### src/i2cw_pkg.sv
// i2cw_pkg: shared types and constants for the I2C single-byte write serializer.
// No dependencies.
package i2cw_pkg;

  typedef enum logic [1:0] {
    SYM_START = 2'd0,
    SYM_BIT   = 2'd1,
    SYM_ACK   = 2'd2,
    SYM_STOP  = 2'd3
  } sym_e;

  localparam logic [7:0] ADDR_RESET = 8'h78;
  localparam logic [7:0] CTRL_DATA  = 8'h40;
  localparam logic [7:0] CTRL_CMD   = 8'h00;
  localparam int unsigned QUEUE_DEPTH = 2;
  localparam logic [4:0] LAST_SYM_IDX = 5'd28;
  localparam logic [3:0] ACK_POS      = 4'd8;

  // The three bytes of one transaction, sent addr first.
  typedef struct packed {
    logic [7:0] addr;
    logic [7:0] ctrl;
    logic [7:0] payload;
  } xfer_t;

endpackage

### src/i2cw_front.sv
// i2cw_front: holds the address register and turns each input transaction
// into a three-byte transfer descriptor. Depends on i2cw_pkg.
module i2cw_front import i2cw_pkg::*; (
  input  logic       clk_i,
  input  logic       rst_ni,
  input  logic       cfg_valid_i,
  input  logic [7:0] cfg_data_i,
  input  logic [7:0] payload_i,
  input  logic       is_data_i,
  output xfer_t      xfer_o
);

  logic [7:0] addr_q;
  logic [7:0] addr_d;

  always_comb begin
    addr_d = cfg_valid_i ? cfg_data_i : addr_q;
  end

  always_ff @(posedge clk_i or negedge rst_ni) begin
    if (!rst_ni) begin
      addr_q <= ADDR_RESET;
    end else begin
      addr_q <= addr_d;
    end
  end

  always_comb begin
    xfer_o.addr    = addr_q;
    xfer_o.ctrl    = is_data_i ? CTRL_DATA : CTRL_CMD;
    xfer_o.payload = payload_i;
  end

endmodule

### src/i2cw_queue.sv
// i2cw_queue: small FIFO of transfer descriptors between front and back.
// Depends on i2cw_pkg.
module i2cw_queue import i2cw_pkg::*; #(
  parameter int unsigned Depth = QUEUE_DEPTH
) (
  input  logic  clk_i,
  input  logic  rst_ni,
  input  logic  push_valid_i,
  output logic  push_ready_o,
  input  xfer_t push_data_i,
  output logic  pop_valid_o,
  input  logic  pop_ready_i,
  output xfer_t pop_data_o
);

  localparam int unsigned PtrW = (Depth > 1) ? $clog2(Depth) : 1;
  localparam int unsigned CntW = $clog2(Depth + 1);
  localparam logic [PtrW-1:0] PtrMax = PtrW'(Depth - 1);
  localparam logic [CntW-1:0] CntFull = CntW'(Depth);

  xfer_t           mem_q [Depth];
  logic [PtrW-1:0] wr_ptr_q, wr_ptr_d;
  logic [PtrW-1:0] rd_ptr_q, rd_ptr_d;
  logic [CntW-1:0] cnt_q, cnt_d;
  logic            push, pop;

  assign push_ready_o = (cnt_q != CntFull);
  assign pop_valid_o  = (cnt_q != '0);
  assign pop_data_o   = mem_q[rd_ptr_q];
  assign push         = push_valid_i && push_ready_o;
  assign pop          = pop_valid_o && pop_ready_i;

  always_comb begin
    wr_ptr_d = wr_ptr_q;
    rd_ptr_d = rd_ptr_q;
    cnt_d    = cnt_q;
    if (push) begin
      wr_ptr_d = (wr_ptr_q == PtrMax) ? '0 : wr_ptr_q + 1'b1;
    end
    if (pop) begin
      rd_ptr_d = (rd_ptr_q == PtrMax) ? '0 : rd_ptr_q + 1'b1;
    end
    if (push && !pop) begin
      cnt_d = cnt_q + 1'b1;
    end else if (pop && !push) begin
      cnt_d = cnt_q - 1'b1;
    end
  end

  always_ff @(posedge clk_i or negedge rst_ni) begin
    if (!rst_ni) begin
      wr_ptr_q <= '0;
      rd_ptr_q <= '0;
      cnt_q    <= '0;
    end else begin
      wr_ptr_q <= wr_ptr_d;
      rd_ptr_q <= rd_ptr_d;
      cnt_q    <= cnt_d;
    end
  end

  always_ff @(posedge clk_i) begin
    if (push) begin
      mem_q[wr_ptr_q] <= push_data_i;
    end
  end

endmodule

### src/i2cw_back.sv
// i2cw_back: symbol sequencer; plays one descriptor out as 29 bus symbols
// into a registered output stage. Depends on i2cw_pkg.
module i2cw_back import i2cw_pkg::*; (
  input  logic       clk_i,
  input  logic       rst_ni,
  input  logic       pop_valid_i,
  output logic       pop_ready_o,
  input  xfer_t      pop_data_i,
  output logic       m_valid_o,
  input  logic       m_ready_i,
  output logic [1:0] m_sym_o,
  output logic       m_sda_o,
  output logic       m_last_o
);

  logic        busy_q, busy_d;
  logic [4:0]  cnt_q, cnt_d;
  logic [3:0]  bpos_q, bpos_d;
  logic [23:0] sh_q, sh_d;
  logic        ovld_q, ovld_d;
  sym_e        osym_q, osym_d;
  logic        osda_q, osda_d;
  logic        olast_q, olast_d;
  logic        adv;

  assign adv = !ovld_q || m_ready_i;

  always_comb begin
    busy_d      = busy_q;
    cnt_d       = cnt_q;
    bpos_d      = bpos_q;
    sh_d        = sh_q;
    ovld_d      = ovld_q;
    osym_d      = osym_q;
    osda_d      = osda_q;
    olast_d     = olast_q;
    pop_ready_o = 1'b0;
    if (adv) begin
      if (busy_q) begin
        ovld_d  = 1'b1;
        osda_d  = 1'b0;
        olast_d = 1'b0;
        cnt_d   = cnt_q + 1'b1;
        if (cnt_q == '0) begin
          osym_d = SYM_START;
          bpos_d = '0;
        end else if (cnt_q == LAST_SYM_IDX) begin
          osym_d      = SYM_STOP;
          olast_d     = 1'b1;
          pop_ready_o = 1'b1;
          busy_d      = pop_valid_i;
          cnt_d       = '0;
          sh_d        = pop_data_i;
        end else if (bpos_q == ACK_POS) begin
          osym_d = SYM_ACK;
          bpos_d = '0;
        end else begin
          osym_d = SYM_BIT;
          osda_d = sh_q[23];
          sh_d   = {sh_q[22:0], 1'b0};
          bpos_d = bpos_q + 1'b1;
        end
      end else begin
        ovld_d      = 1'b0;
        pop_ready_o = 1'b1;
        busy_d      = pop_valid_i;
        cnt_d       = '0;
        sh_d        = pop_data_i;
      end
    end
  end

  always_ff @(posedge clk_i or negedge rst_ni) begin
    if (!rst_ni) begin
      busy_q <= 1'b0;
      cnt_q  <= '0;
      bpos_q <= '0;
      ovld_q <= 1'b0;
    end else begin
      busy_q <= busy_d;
      cnt_q  <= cnt_d;
      bpos_q <= bpos_d;
      ovld_q <= ovld_d;
    end
  end

  always_ff @(posedge clk_i) begin
    sh_q    <= sh_d;
    osym_q  <= osym_d;
    osda_q  <= osda_d;
    olast_q <= olast_d;
  end

  assign m_valid_o = ovld_q;
  assign m_sym_o   = osym_q;
  assign m_sda_o   = osda_q;
  assign m_last_o  = olast_q;

endmodule

### src/i2c_single_byte_write_serializer_unit.sv
// i2c_single_byte_write_serializer_unit: top level of the serializer.
// Depends on i2cw_pkg, i2cw_front, i2cw_queue, i2cw_back.
//
// Usage:
//   Slave stream: one transaction per byte write; tdata carries the payload,
//   tuser says data (1, control byte 0x40) or command (0, control byte 0x00).
//   Master stream: 29 symbol transactions per byte write: start, address
//   byte, control byte, payload (each 8 bit clocks MSB first plus one ack
//   clock), then stop with tlast set. tuser is the symbol code, tdata[0] the
//   SDA level of a bit clock.
//   Config channel: writes the address byte (reset 0x78); write only while
//   idle. cfg_ready_o is always high.
// Timing:
//   An input transaction is queued, popped by the sequencer and its first
//   symbol registered into the output stage. The sequencer emits one symbol
//   per cycle while the master side is ready; runs follow each other with no
//   gap when the next write is queued. A small queue holds accepted writes,
//   so inputs are taken while the sequencer runs. A stall on the master side
//   freezes the sequencer and the output register; nothing is lost. Reset
//   empties the queue and the sequencer and restores the address byte.
module i2c_single_byte_write_serializer_unit import i2cw_pkg::*; #(
  parameter int unsigned QueueDepth = QUEUE_DEPTH
) (
  input  logic       clk_i,
  input  logic       rst_ni,
  input  logic       cfg_valid_i,
  output logic       cfg_ready_o,
  input  logic [7:0] cfg_data_i,
  input  logic       s_axis_tvalid,
  output logic       s_axis_tready,
  input  logic [7:0] s_axis_tdata,  // [7:0] payload
  input  logic       s_axis_tuser,  // [0] is_data
  output logic       m_axis_tvalid,
  input  logic       m_axis_tready,
  output logic [7:0] m_axis_tdata,  // [0] sda_level, [7:1] zero
  output logic [1:0] m_axis_tuser,  // [1:0] symbol
  output logic       m_axis_tlast   // final_symbol
);

  xfer_t xfer_in, xfer_out;
  logic  q_valid, q_ready;
  logic  sda;

  assign cfg_ready_o = 1'b1;

  i2cw_front u_front (
    .clk_i       (clk_i),
    .rst_ni      (rst_ni),
    .cfg_valid_i (cfg_valid_i),
    .cfg_data_i  (cfg_data_i),
    .payload_i   (s_axis_tdata),
    .is_data_i   (s_axis_tuser),
    .xfer_o      (xfer_in)
  );

  i2cw_queue #(
    .Depth (QueueDepth)
  ) u_queue (
    .clk_i        (clk_i),
    .rst_ni       (rst_ni),
    .push_valid_i (s_axis_tvalid),
    .push_ready_o (s_axis_tready),
    .push_data_i  (xfer_in),
    .pop_valid_o  (q_valid),
    .pop_ready_i  (q_ready),
    .pop_data_o   (xfer_out)
  );

  i2cw_back u_back (
    .clk_i       (clk_i),
    .rst_ni      (rst_ni),
    .pop_valid_i (q_valid),
    .pop_ready_o (q_ready),
    .pop_data_i  (xfer_out),
    .m_valid_o   (m_axis_tvalid),
    .m_ready_i   (m_axis_tready),
    .m_sym_o     (m_axis_tuser),
    .m_sda_o     (sda),
    .m_last_o    (m_axis_tlast)
  );

  assign m_axis_tdata = {7'd0, sda};

endmodule
### config.mk
export PLATFORM = sky130hd
export DESIGN_NAME = i2c_single_byte_write_serializer_unit
export DESIGN_NICKNAME = d
export VERILOG_FILES = /design/src/i2cw_pkg.sv /design/src/i2cw_front.sv /design/src/i2cw_queue.sv /design/src/i2cw_back.sv /design/src/i2c_single_byte_write_serializer_unit.sv
export SDC_FILE = /design/constraint.sdc
export NUM_CORES = 1
export LEC_CHECK = 0
export BUFFER_PORTS_ARGS = -buffer_cell sky130_fd_sc_hd__buf_2
export CORE_UTILIZATION = 50
export DETAILED_ROUTE_END_ITERATION = 6
export GPL_ROUTABILITY_DRIVEN = 0
export PLACE_DENSITY = 0.69
export SETUP_SLACK_MARGIN = 0.1
export SYNTH_ARGS = -nofsm -noshare
export SYNTH_HDL_FRONTEND = slang
export SYNTH_SLANG_ARGS = --single-unit
### constraint.sdc
create_clock -name clk_i -period 3.55 [get_ports clk_i]
set_clock_uncertainty 0.2 [all_clocks]
set_input_delay 0.1775 -clock clk_i [delete_from_list [all_inputs] [get_ports clk_i]]
set_output_delay 0.1775 -clock clk_i [all_outputs]
set_load 0.005 [all_outputs]
==> results.py <==
metrics = {
    "status": {
        "status": "finished, final reports clean",
    },
    "die": {
        "top_level_ports": 36,
        "die_h_um": 85.4,
        "initial_core_util_pct": 51.5,
        "die-area_mm2": 0.00729,
        "core-area_mm2": 0.00676,
        "die_x_um": 85.4,
        "std_cell_rows": 30,
    },
    "global_route": {
        "grt_remaining_overflow": 0,
        "grt_first_pass_wirelength_um": 8770,
        "grt_pass1_vias": 1847,
        "grt_max_degree": 37,
        "gr-usage-all-layers_pct": 16.4,
        "antenna_found_initial": 0,
    },
    "critical_path": {
        "cp_cell_sequence": "inv_1, ha_1, nand4_4, and2_4, or2_4, ha_1, xor2_1, nor2_1, xor2_1",
        "crit_path_max_incr_delay_ps": 440,
        "cp-start-kind": "register",
        "crit_slowest_cell": "dfrtp_1",
        "cp.arrival_ps": 2570,
        "crit_family": "simple AND/OR/NAND/NOR gates",
        "end_kind": "register",
        "critical_path_buf_inv_count": 1,
        "crit_type": "reg -> reg",
        "crit_path_max_fanout": 36,
        "worstPathRequired_ps": 3630,
    },
    "sta": {
        "tightest_slew_ps": 1030,
        "relSlewSlack_pct": 31.2,
        "finalSetupViolations": 0,
        "grt_setup_unrepaired": "no",
        "finalCriticalPeriod_ps": 2490,
        "fin_ws_ps": 1060,
        "finalSetupTns_ps": 0,
        "fin_crit_sh_pct": 70.2,
        "hold_viol": 0,
        "slew_viol_final": 0,
        "max_clock_freq_mhz": 401,
    },
    "synthesis": {
        "synth.top_cells.by_count": "edfxtp_1, nand2_1, o21ai_0",
        "synth_seq_cells": 85,
        "synth_ff_type": "edfxtp_1",
        "synth.avg_cell_area_um2": 14.5,
        "synth_async_sr_flop_share_pct": 27.1,
        "synth.distinct_cells": 40,
        "synthTopCellsByArea": "edfxtp_1, dfrtp_1, mux2i_1",
        "synth_edf_count": 62,
        "ys_seq_area_share_pct": 70.2,
        "postSynthCellCount": 240,
        "yosysWarnings": 0,
        "synth_top_area_share_pct": 53.5,
        "synth_area_mm2": 0.00348,
        "yosysMostFrequentCell": "edfxtp_1",
        "yosysTopAreaCell": "edfxtp_1",
    },
    "finish": {
        "layout.cells.non_filler": 373,
        "fin_nets": 315,
        "diodes": 0,
        "drive_gt1_share_pct": 21.8,
        "finish.utilization_pct": 60.4,
        "area_growth_pct": 17.4,
    },
    "routing": {
        "dr_total_vias": 1878,
        "viasPerCell": 5.03,
        "wl_per_cell_um": 14.1,
        "drc": 0,
        "first_iter_violations": 128,
        "drtPass1Iterations": 4,
        "wirelength_um": 5270,
        "ant_nets": 0,
    },
    "clock_tree": {
        "cts_tree": "built",
        "clockBufferDepth": 2,
        "numCtsBuffers": 9,
        "clkSinkCount": 85,
        "clock_latency_ps": 350,
        "cts-htree-levels": 3,
        "cts.clk_slew.worst_paths_ps": 90,
        "cts_root_buf": "clkbuf_8",
    },
    "placement": {
        "hpwl_um": 3300,
        "place_inst": 337,
        "io_buffers": 27,
        "pre_cts_ws_ps": 1070,
    },
    "pwr": {
        "powerDensity_mw_per_mm2": 765,
        "power_w": 0.00312,
        "leakage_nw": 1.67,
        "ir_worst_vdd_uv": 376,
    },
    "hold_path": {
        "hold_path_class": "in -> reg",
    },
    "flow_run": {
        "cap_violations": 0,
    },
}
through the flow:
stage	cell area, um2	hold slack (ps)
after floorplan	3500	-318
after global placement	3640	-17.4
after detailed placement	3640	-10.7
after CTS	4080	14.6
after global routing	4080	30.4
final	4080	23.9
registers in the layout, indices dropped and copies added (netlist names):
name / flops
u_queue.mem_q: 34
u_back.sh_q: 24
u_front.addr_q: 8
u_back.cnt_q: 5
u_back.bpos_q: 4
u_back.m_sym_o: 2
u_queue.cnt_q: 2
u_back.busy_q: 1
u_back.m_last_o: 1
u_back.m_sda_o: 1
u_back.m_valid_o: 1
u_queue.rd_ptr_q: 1
u_queue.wr_ptr_q: 1
area by class of cell:
type | instances | area [um2]
flip-flops and latches | 85 | 2440
clock inverters | 7 | 120
inverters | 6 | 22.5
repair buffers | 49 | 350
multi-input cells | 137 | 925
fillers | 507 | 2670
clock buffers | 9 | 124
well taps | 80 | 100
worst reg2reg max path: cells and delay by family, from the launching register on:
family / cells / cell delay, ps
xor gates and xnor gates: 2 / 300
DFF: 1 / 440
and+or+nand+nor: 4 / 970
buffers and inverters: 1 / 80
adders and majority gates: 2 / 440
logic make-up (layout without fill, tap and decap cells):
family,count (synthesis),count (layout),share of synthesized area (%)
buf+inv,24,71,3.96
fa+ha+maj,5,5,1.80
other cells,2,8,0.216
compound gates,33,33,5.32
flops,85,85,70.2
xor+xnor,5,5,1.48
mux,26,26,7.77
simple gates,60,60,9.25
per-layer routing:
layer	up-vias	routed length, um	GRT usage (%)
li1	948	-	-
met1	883	2400	21.1
met2	35	2570	25.2
met3	12	159	4.38
met4	0	141	9.55
met5	-	0	0
final timing paths:
kind                                          startpoint  cells past startpoint                             end  slack, ps
setup / recovery             u_back.cnt_q[0]$_DFFE_PN0N_                      9    u_queue.cnt_q[1]$_DFFE_PN0P_       1060
hold / removal                               cfg_valid_i                      2   u_front.addr_q[6]$_DFFE_PN1P_         20
setup reg to reg             u_back.cnt_q[0]$_DFFE_PN0N_                      9    u_queue.cnt_q[1]$_DFFE_PN0P_       1060
hold reg to reg            u_front.addr_q[0]$_DFFE_PN0P_                      0  u_queue.mem_q[1][15]$_DFFE_PP_        270
max in group asynchronous                         rst_ni                      2   u_front.addr_q[5]$_DFFE_PN1P_       2660
min in group asynchronous                         rst_ni                      2    u_back.bpos_q[3]$_DFFE_PN0P_        130
repair_timing:
action	4_1_cts	5_1_grt
hold buffers	20	0
buffers inserted	0	0
gates resized for setup	0	0
endpoints found under the hold margin	51	0
power by group:
| group | total [W] | internal, W | switching, W |
|---|---|---|---|
| Combinational | 0.000646 | 0.000302 | 0.000344 |
| Clock | 0.000818 | 0.000471 | 0.000347 |
| Sequential | 0.00166 | 0.00146 | 0.000196 |
cells in the final DEF, fill, tap and decap left out, drive strengths merged, types with 3 or more instances in the layout:
cell type / Yosys / final
dfrtp: 19 / 19
buf: 15 / 29
clkbuf: 3 / 9
dlygate4sd3: 0 / 20
dfstp: 4 / 4
xnor2: 3 / 3
nor2: 4 / 4
nand3: 4 / 4
ha: 5 / 5
mux2i: 18 / 18
nand2b: 5 / 5
conb: 2 / 8
o21ai: 24 / 24
and3: 8 / 8
edfxtp: 62 / 62
mux2: 8 / 8
bufinv: 0 / 3
inv: 6 / 8
nand2: 29 / 29
Note: power is estimated with default switching activity, not from simulation.
